<file path="src/hdl/fsfs_pkg.sv">
// Shared types and codes for the free segment fit search block.
package fsfs_pkg;

    localparam int SIZE_W  = 16;
    localparam int START_W = 16;

    localparam logic MODE_PUSH  = 1'b0;
    localparam logic MODE_QUERY = 1'b1;

    localparam logic [1:0] STRAT_FIRST = 2'd0;
    localparam logic [1:0] STRAT_BEST  = 2'd1;
    localparam logic [1:0] STRAT_WORST = 2'd2;
    localparam logic [1:0] STRAT_NONE  = 2'd3;

    typedef enum logic [1:0] {
        ST_IDLE,
        ST_SCAN,
        ST_DRAIN,
        ST_FINISH
    } fsfs_state_t;

    // control from the sequencer to the selection unit
    typedef struct packed {
        logic clear;
        logic eval;
    } pick_ctrl_t;

    // outcome of a scan, start already cut to the result width
    typedef struct packed {
        logic               hit;
        logic [START_W-1:0] start;
    } pick_res_t;

endpackage

</file>
<file path="src/hdl/fsfs_mem.sv">
// Segment table storage: one write port, one read port with registered data.
module fsfs_mem #(
    parameter int DEPTH  = 64,
    parameter int WORD_W = 32
) (
    input  logic                     clk,
    input  logic                     wr_en,
    input  logic [$clog2(DEPTH)-1:0] wr_addr,
    input  logic [WORD_W-1:0]        wr_data,
    input  logic                     rd_en,
    input  logic [$clog2(DEPTH)-1:0] rd_addr,
    output logic [WORD_W-1:0]        rd_data
);

    logic [WORD_W-1:0] mem [DEPTH];
    logic [WORD_W-1:0] rd_data_reg;

    always_ff @(posedge clk)
    begin
        if (wr_en)
        begin
            mem[wr_addr] <= wr_data;
        end
    end

    always_ff @(posedge clk)
    begin
        if (rd_en)
        begin
            rd_data_reg <= mem[rd_addr];
        end
    end

    assign rd_data = rd_data_reg;

endmodule

</file>
<file path="src/hdl/fsfs_pick.sv">
// Fit selection unit: folds one table entry per cycle into the running choice.
module fsfs_pick #(
    parameter int ADDR_BITS = 16
) (
    input  logic                            clk,
    input  logic                            rst_n,
    input  fsfs_pkg::pick_ctrl_t            ctrl,
    input  logic [1:0]                      strategy,
    input  logic [fsfs_pkg::SIZE_W-1:0]     req_size,
    input  logic [fsfs_pkg::SIZE_W-1:0]     ent_size,
    input  logic [ADDR_BITS-1:0]            ent_start,
    output fsfs_pkg::pick_res_t             res
);

    import fsfs_pkg::*;

    logic [1:0]          strat_reg;
    logic [SIZE_W-1:0]   req_reg;
    logic                hit_reg;
    logic [SIZE_W-1:0]   best_size_reg;
    logic [ADDR_BITS-1:0] best_start_reg;
    logic                fits;
    logic                take;

    always_comb
    begin
        fits = (ent_size >= req_reg);
        take = fits && (!hit_reg ||
                        (strat_reg == STRAT_BEST  && ent_size < best_size_reg) ||
                        (strat_reg == STRAT_WORST && ent_size > best_size_reg));
    end

    always_ff @(posedge clk or negedge rst_n)
    begin
        if (!rst_n)
        begin
            hit_reg <= 1'b0;
        end
        else if (ctrl.clear)
        begin
            hit_reg <= 1'b0;
        end
        else if (ctrl.eval && take)
        begin
            hit_reg <= 1'b1;
        end
    end

    always_ff @(posedge clk)
    begin
        if (ctrl.clear)
        begin
            strat_reg <= strategy;
            req_reg   <= req_size;
        end
        else if (ctrl.eval && take)
        begin
            best_size_reg  <= ent_size;
            best_start_reg <= ent_start;
        end
    end

    assign res.hit   = hit_reg;
    assign res.start = hit_reg ? START_W'(best_start_reg) : '0;

endmodule

</file>
<file path="src/hdl/free_segment_fit_search.sv">
// Top level of the free segment fit search block: sequencer, count and result register.
//
// Use: requests arrive on the s_axis channel, results leave on m_axis, one
// result per request. s_tuser carries the mode (0 push, 1 query). A push
// stores a segment at the head of the table, or is refused with
// push_dropped set when the table holds TABLE_DEPTH segments. A query walks
// the table from head to tail and returns found and found_start for first,
// best or worst fit; strategy code 3 or an empty table returns not found.
//
// Timing: one request is in work at a time. A push goes from acceptance
// straight to loading the result. A query reads the memory once per stored
// segment, waits for the registered read data of the last read, then loads
// the result; an empty table or strategy 3 goes straight to the load.
// The scan through the single read port of the segment memory sets the
// query time.
//
// Reset clears the entry count, the sequencer and the result valid flag; the
// memory contents need no clearing since only filled slots are read.
// When the receiver stalls, the result holds in the output register and a
// new request is still taken; its result waits until the register frees.
module free_segment_fit_search #(
    parameter int TABLE_DEPTH = 64,
    parameter int ADDR_BITS   = 16
) (
    input  logic        clk,
    input  logic        rst_n,
    input  logic        s_tvalid,
    output logic        s_tready,
    input  logic [55:0] s_tdata,  // seg_start[15:0], seg_size[31:16], req_size[47:32],
                                  // fit_strategy[49:48], zero fill [55:50]
    input  logic        s_tuser,  // mode
    output logic        m_tvalid,
    input  logic        m_tready,
    output logic [23:0] m_tdata   // found[0], found_start[16:1], push_dropped[17],
                                  // zero fill [23:18]
);

    import fsfs_pkg::*;

    localparam int IDX_W  = $clog2(TABLE_DEPTH);
    localparam int CNT_W  = $clog2(TABLE_DEPTH + 1);
    localparam int WORD_W = ADDR_BITS + SIZE_W;

    // request fields
    logic [15:0] in_seg_start;
    logic [15:0] in_seg_size;
    logic [15:0] in_req_size;
    logic [1:0]  in_strategy;
    logic        in_accept;

    assign in_seg_start = s_tdata[15:0];
    assign in_seg_size  = s_tdata[31:16];
    assign in_req_size  = s_tdata[47:32];
    assign in_strategy  = s_tdata[49:48];

    fsfs_state_t state_reg, state_next;
    logic [CNT_W-1:0] count_reg, count_next;
    logic [IDX_W-1:0] rd_addr_reg, rd_addr_next;
    logic             data_valid_reg;
    logic             is_push_reg, is_push_next;
    logic             dropped_reg, dropped_next;
    logic             out_valid_reg;
    logic [23:0]      out_data_reg;
    logic             out_free;
    logic             table_full;

    // memory and selection hookup
    logic              wr_en;
    logic              rd_en;
    logic [WORD_W-1:0] rd_word;
    pick_ctrl_t        pick_ctrl;
    pick_res_t         pick_res;
    logic              load_out;

    assign s_tready   = (state_reg == ST_IDLE);
    assign in_accept  = s_tvalid && s_tready;
    assign out_free   = !out_valid_reg || m_tready;
    assign table_full = (count_reg >= CNT_W'(TABLE_DEPTH));

    always_comb
    begin
        state_next     = state_reg;
        count_next     = count_reg;
        rd_addr_next   = rd_addr_reg;
        is_push_next   = is_push_reg;
        dropped_next   = dropped_reg;
        wr_en          = 1'b0;
        rd_en          = 1'b0;
        pick_ctrl.clear = 1'b0;
        pick_ctrl.eval  = data_valid_reg;
        load_out       = 1'b0;

        unique case (state_reg)
            ST_IDLE:
            begin
                if (in_accept)
                begin
                    pick_ctrl.clear = 1'b1;
                    state_next      = ST_FINISH;
                    if (s_tuser == MODE_PUSH)
                    begin
                        is_push_next = 1'b1;
                        dropped_next = table_full;
                        if (!table_full)
                        begin
                            wr_en      = 1'b1;
                            count_next = count_reg + CNT_W'(1);
                        end
                    end
                    else
                    begin
                        is_push_next = 1'b0;
                        dropped_next = 1'b0;
                        // walk from the head (newest slot) down to slot zero
                        if (in_strategy != STRAT_NONE && count_reg != '0)
                        begin
                            rd_addr_next = IDX_W'(count_reg - CNT_W'(1));
                            state_next   = ST_SCAN;
                        end
                    end
                end
            end
            ST_SCAN:
            begin
                rd_en = 1'b1;
                if (rd_addr_reg == '0)
                begin
                    state_next = ST_DRAIN;
                end
                else
                begin
                    rd_addr_next = rd_addr_reg - IDX_W'(1);
                end
            end
            ST_DRAIN:
            begin
                // last entry folds into the choice on this edge
                state_next = ST_FINISH;
            end
            ST_FINISH:
            begin
                if (out_free)
                begin
                    load_out   = 1'b1;
                    state_next = ST_IDLE;
                end
            end
            default:
            begin
                state_next = ST_IDLE;
            end
        endcase
    end

    always_ff @(posedge clk or negedge rst_n)
    begin
        if (!rst_n)
        begin
            state_reg      <= ST_IDLE;
            count_reg      <= '0;
            data_valid_reg <= 1'b0;
            out_valid_reg  <= 1'b0;
        end
        else
        begin
            state_reg      <= state_next;
            count_reg      <= count_next;
            data_valid_reg <= rd_en;
            if (load_out)
            begin
                out_valid_reg <= 1'b1;
            end
            else if (m_tready)
            begin
                out_valid_reg <= 1'b0;
            end
        end
    end

    always_ff @(posedge clk)
    begin
        rd_addr_reg <= rd_addr_next;
        is_push_reg <= is_push_next;
        dropped_reg <= dropped_next;
        if (load_out)
        begin
            // a push reports not found with a zero start
            out_data_reg <= {6'b0, dropped_reg,
                             is_push_reg ? 16'b0 : pick_res.start,
                             !is_push_reg && pick_res.hit};
        end
    end

    assign m_tvalid = out_valid_reg;
    assign m_tdata  = out_data_reg;

    fsfs_mem #(
        .DEPTH  (TABLE_DEPTH),
        .WORD_W (WORD_W)
    ) u_mem (
        .clk     (clk),
        .wr_en   (wr_en),
        .wr_addr (count_reg[IDX_W-1:0]),
        .wr_data ({ADDR_BITS'(in_seg_start), in_seg_size}),
        .rd_en   (rd_en),
        .rd_addr (rd_addr_reg),
        .rd_data (rd_word)
    );

    fsfs_pick #(
        .ADDR_BITS (ADDR_BITS)
    ) u_pick (
        .clk       (clk),
        .rst_n     (rst_n),
        .ctrl      (pick_ctrl),
        .strategy  (in_strategy),
        .req_size  (in_req_size),
        .ent_size  (rd_word[SIZE_W-1:0]),
        .ent_start (rd_word[WORD_W-1:SIZE_W]),
        .res       (pick_res)
    );

endmodule

</file>
<file path="config.mk">
export PLATFORM = sky130hd
export DESIGN_NAME = free_segment_fit_search
export DESIGN_NICKNAME = d
export VERILOG_FILES = /design/src/hdl/fsfs_pkg.sv /design/src/hdl/fsfs_mem.sv /design/src/hdl/fsfs_pick.sv /design/src/hdl/free_segment_fit_search.sv
export SDC_FILE = /design/constraint.sdc
export NUM_CORES = 2
export LEC_CHECK = 0
export BUFFER_PORTS_ARGS = -buffer_cell sky130_fd_sc_hd__buf_2
export CORE_ASPECT_RATIO = 1.75
export CORE_MARGIN = 10
export CORE_UTILIZATION = 50
export CTS_BUF_LIST = sky130_fd_sc_hd__clkbuf_2
export DETAILED_ROUTE_END_ITERATION = 8
export PLACE_DENSITY = 0.7
export SKIP_LAST_GASP = 1
export SLEW_MARGIN = 10
export SYNTH_ARGS = -nofsm -noshare
export SYNTH_HDL_FRONTEND = slang
export SYNTH_HIERARCHICAL = 1
export SYNTH_SLANG_ARGS = --single-unit
</file>
<file path="constraint.sdc">
create_clock -name clk -period 7.4 [get_ports clk]
set_input_delay 1.48 -clock clk [delete_from_list [all_inputs] [get_ports clk]]
set_output_delay 1.48 -clock clk [all_outputs]
set_load 0.02 [all_outputs]
</file>
Word-level counts from Yosys, hierarchy flattened. Memory sizes are Yosys's and may differ from the RTL's. A register that Yosys moved wholly into a read port is not among the register bits. Index checks and enable logic that the tools add are counted.

Flip-flop bits (word level): 88. Bits in writable memories: 2048. Input port bits: 61. Output and inout bits: 26. Word-level logic and storage cells: 90. Memories: 1.

$add $sub $neg: 3. Order comparisons: 4. Equal/unequal tests: 12. Multiplexer cells: 27. Bitwise logic cells: 4. Reductions and logical operators: 25.

Memories: u_mem.mem (depth 64, bits a word 32, read ports 1, clocked after memory_dff 1, wr ports 1, RTL line fsfs_mem.sv:15) `logic [WORD_W-1:0] mem [DEPTH];`.

Operators by type and width (number): 6-bit 2-to-1 mux (4); 16-bit greater-or-equal comparator (1); 16-bit greater-than comparator (1); 16-bit < comparator (1); 1-bit 2-to-1 mux (16); 6-bit case mux with 2 select lines (1); 6-bit by 1-bit subtractor with 6-bit output, second input constant (2); 2-bit 2-to-1 mux (5); 2-bit inequality test, second input constant (4); 2-bit case mux with 4 select lines (1); 7-bit by 1-bit adder with 7-bit output, second input constant (1); 7-bit greater-or-equal comparator, second input constant (1); 1-bit logical AND (7); 7-bit nonzero test (1); 2-bit == test, second input constant (3); 6-bit zero test (1); 2-bit by 1-bit inequality test with 1-bit output, second input constant (3); 2-bit nonzero test (3); 5-bit AND reduction (1); 2-bit by 1-bit == test with 1-bit output, second input constant (2); 1-bit inverter (4); 2-bit AND reduction (2); 4-bit AND reduction (1); 1-bit zero test (3); other kinds (4) (6).

Longest topological paths before layout.
Depth after elaboration: 8. Mapped depth: 10. Gate-level depth less buffers: 8.

Cells and area by module. The synthesis kept the hierarchy.

Modules (own cells, without submodules): fsfs_mem (instances 1, cells an instance 3324, area an instance 78835.6 um^2, sequential area each 62459.9 um^2); fsfs_pick (instances 1, cells an instance 189, area an instance 2486.1 um^2, sequential area each 1526.5 um^2); free_segment_fit_search (instances 1, cells an instance 131, area an instance 1732.9 um^2, sequential area each 1056.0 um^2).

Least setup slack after synthesis. No wires, ideal clock.

Kind: input to register. Start point: input s_tuser. End point: memory u_mem.mem[48][0], enable pin. Data arrival time: 4.446 ns. Data required time: 6.939 ns. Path slack: 2.493 ns. Cell stages on the path: 5. Buffers on the path: 1. Cell sequence: and4bb_1 -> buf_4 -> nor2b_1 -> nand4b_1 -> nor3_1.

Longest elaborated chain between the ends: 5.

RTL lines: start: declaration (RTL line free_segment_fit_search.sv:31) `input logic s_tuser,`; 1-bit 2-to-1 mux (RTL line free_segment_fit_search.sv:100) `if (s_tuser == MODE_PUSH)`; 1-bit 2-to-1 mux (RTL line free_segment_fit_search.sv:96) `if (in_accept)`; 1-bit 2-to-1 mux (RTL line free_segment_fit_search.sv:93) `unique case (state_reg)`; via wr_en (RTL line free_segment_fit_search.sv:68) `logic wr_en;`; 1-bit 2-to-1 mux (RTL line fsfs_mem.sv:20) `if (wr_en)`; 1-bit 2-to-1 mux (implied by the code) (RTL line fsfs_mem.sv:22) `mem[wr_addr] <= wr_data;`; end: declaration (RTL line fsfs_mem.sv:15).

The timed path passes the listed nets, and every way through them passes these cells.

==> results.toml <==
[drt]
avgViaCountPerCell = 5.985
drc = 0
drt-total-wl_um = 189900
dr.pass1.iters = 7
num_vias = 39809
drtIter0Drc = 3685
wl_per_cell_um = 28.56
antenna_left = 0

[sta]
fin_worst_skew_ns = 0.1445
maxSlewHeadroom_pct = 17.83
worst-slew-pin-transition_ns = 1.233
hold_viol_final = 0
setup_viol = 0
finalMaxSlewViolations = 0
fmax_mhz = 234.7
fin_crit_sh_pct = 57.57
fin_crit_ns = 4.260
totalNegativeSetupSlack_ns = 0
rsz0062_at_grt = "no"

[synthesis]
yosys-top-cells-area = "edfxtp_1 78%, mux4_2 15%, mux2i_1 1.2%, nor2_1 0.66%, o22ai_1 0.63%"
syn_inst = 3644
synth_edf_count = 2156
yosys.area.top_type = "edfxtp_1"
synth_warnings = 6
yosys.area.top_type_share_pct = 77.95
async_reset_ff_share_pct = 0.5535
synth_most_common_cell = "edfxtp_1"
yosys-top-cells-count = "2156 x edfxtp_1, 544 x mux4_2, 145 x nor2_1"
synth-seq-area-share_pct = 78.31
syn_avg_cell_area_sq_um = 22.79
ys_types = 60
syn_area_sq_um = 83050
synth_ff_type = "edfxtp_1"
ys_seq_elements = 2168

[power_and_ir_drop]
switchingPower_w = 0.009690
internal-power_w = 0.02035
p_sw_share_pct = 32.26
seqPwrFrac_pct = 47.3
pwr_density_cell_nw_per_um2 = 330.4
leakage_nw = 28.98
power_frac_comb_pct = 29.7
pwr-share-clk_pct = 23.0
vdd_drop_max_mv = 0.2731

[layout]
drive_gt1_share_pct = 32.90
fin_nets = 4202
largest_reg_flops = 2048
multiInputGateArea_sq_um = 17420
seq_area_sq_um = 65040
areaGrowthSynthToFinish_pct = 9.452
design_area_sq_um = 90900
fillers = 12288

[floorplanning]
dieWidth_um = 328.1
rows = 197
ios = 87
die_h_um = 559.2
coreArea_sq_um = 164900
die_area_sq_um = 183500
start_util_pct = 50.37

[setup_path]
slowest_delay_ns = 1.18
crit_buf_inv = 2
worstSetupPathType = "register to register"
cp_slowest_cell = "edfxtp_1"
path_cells = "buf_4, buf_4, mux4_2, mux4_2, o22ai_1, nor2_1"
worstPathRequired_ns = 8.71
worstPathMaxFanout = 38
endpoint_kind = "register"
start_kind = "register"
cp.arrival_ns = 5.57
path_delay_family = "buffers and inverters"

[cts]
insertion_delay_ns = 1.61
clockRootBuffer = "clkbuf_2"
cts_tree = "yes"
htree_levels = 5
clk_path_buf_depth = 4
clock_sinks = 2168
ctsResizeCount = 0
cts_made_buffers = 441
clk_pin_slew_ns = 0.11

[placement]
detailed_place.area_sq_um = 86660
hpwl_um = 109900
gp_congestion = 0.8039
io_buffers = 74

[global_routing]
track_usage_pct = 20.61
grt_pass1_vias = 41995
grt_pass1_wl_um = 278400
grt_busiest_layer = "met2"
use_met2_pct = 37.27
overflow = 0
met3_usage_pct = 3.493
grt_max_degree = 114
grt_util_met1_pct = 24.11
antenna_found_initial = 14

[status]
status = "completed"

[run]
maxCapViolations = 0

[worst_hold_path]
hold_path_class = "input pin to register"
-- layer usage --
layer	vias up	share of wire (%)	routed length, um
li1	16629	-	-
met1	21007	35	65850
met2	1763	55	104000
met3	400	6.8	12830
met4	10	3.8	7236
met5	-	0.025	47
-- path summary, 6_finish.rpt --
check | endpoint | slack (ns) | start | cells past startpoint
max in group asynchronous | state_reg[0]$_DFFE_PN0P_ | 6.85 | rst_n | 2
min in group asynchronous | data_valid_reg$_DFF_PN0_ | 0.27 | rst_n | 2
setup / recovery | u_mem/rd_data[12]$_DFFE_PP_ | 3.14 | rd_addr_reg[0]$_DFFE_PP_ | 6
hold reg to reg | u_pick/best_start_reg[5]$_DFFE_PP_ | 0.41 | u_mem/rd_data[21]$_DFFE_PP_ | 0
setup reg to reg | u_mem/rd_data[12]$_DFFE_PP_ | 3.14 | rd_addr_reg[0]$_DFFE_PP_ | 6
hold / removal | is_push_reg$_DFFE_PP_ | 0.15 | s_tuser | 2
-- kinds of logic (layout without fill, tap and decap cells) --
logic type,after synthesis,after routing,share of synthesized area (%)
AOI/OAI and AO/OA,236,236,1.845
xor gates and xnor gates,9,9,0.1040
and+or+nand+nor,312,312,1.836
other,1,18,0.004515
muxes,645,645,15.97
buffers and inverters,234,1035,1.339
DFF,2168,2168,78.31
adders and majority gates,39,39,0.5875
-- metrics by stage --
| stage | cells | total power (W) | worst slack [ns] | hold slack (ns) | utilization (%) |
|---|---|---|---|---|---|
| final | 6651 | 0.03004 | 3.140 | 0.1458 | 55.13 |
| after global placement | 5829 | 0.02338 | 2.535 | 0.4041 | 52.56 |
| after global routing | 6645 | 0.03140 | 2.903 | 0.09657 | 55.12 |
| after floorplan | 3649 | 0.02060 | 2.493 | 0.4003 | - |
| after detailed placement | 5829 | 0.02348 | 2.460 | 0.4045 | 52.56 |
| after CTS | 6639 | 0.03035 | 3.110 | 0.01494 | 55.10 |
-- layout make-up --
type,instances,area share [%]
antenna,12,0.03303
tap,2189,3.013
sequential,2168,71.55
multi-input combinational,1247,19.16
inverter,41,0.1693
clock buffer,617,3.397
clock inverter,174,1.019
timing repair buffer,203,1.657
-- power groups by stage --
stage | sequential (W) | clock (W) | combinational (W)
floorplan | 0.0144 | 0 | 0.00624
global placement | 0.0145 | 0 | 0.00891
detailed placement | 0.0145 | 0 | 0.00899
CTS | 0.0142 | 0.00713 | 0.00902
global route | 0.0142 | 0.00772 | 0.00945
finish | 0.0142 | 0.00691 | 0.00893
-- worst reg2reg max path, stage by stage, from the launching register on --
cell and delay [ns]:
edfxtp_1 1.18, buf_4 0.56, buf_4 0.72, mux4_2 0.71, mux4_2 0.49, o22ai_1 0.20
nor2_1 0.11
-- timing repair --
item / CTS / global route
buffers inserted: 0 / 0
hold endpoints to repair: 30 / 0
hold buffers: 19 / 0
-- placed cells by master (no fill, tap or decap), types with 4 or more instances in the layout --
master	instances
nand3_1	9
a22oi_1	12
nand2_1	41
or3_1	4
inv_2	4
dfrtp_1	12
diode_2	12
a311oi_1	8
o221ai_1	27
mux4_2	544
nand3b_1	5
conb_1	6
ha_1	38
nand2b_1	13
o32ai_1	4
a41o_1	4
xnor2_1	5
buf_2	71
nand4_1	8
a21oi_1	74
buf_4	104
and2_1	20
o21ai_1	5
o22ai_1	84
clkinv_1	135
nor3_1	6
bufinv_16	8
nor2_1	82
nor2b_1	34
and3_1	4
buf_12	9
dlygate4sd3_1	19
mux2i_1	100
nor2_4	62
clkbuf_2	617
clkinv_2	19
inv_1	41
edfxtp_1	2156
(Power assumes the default switching activity.)
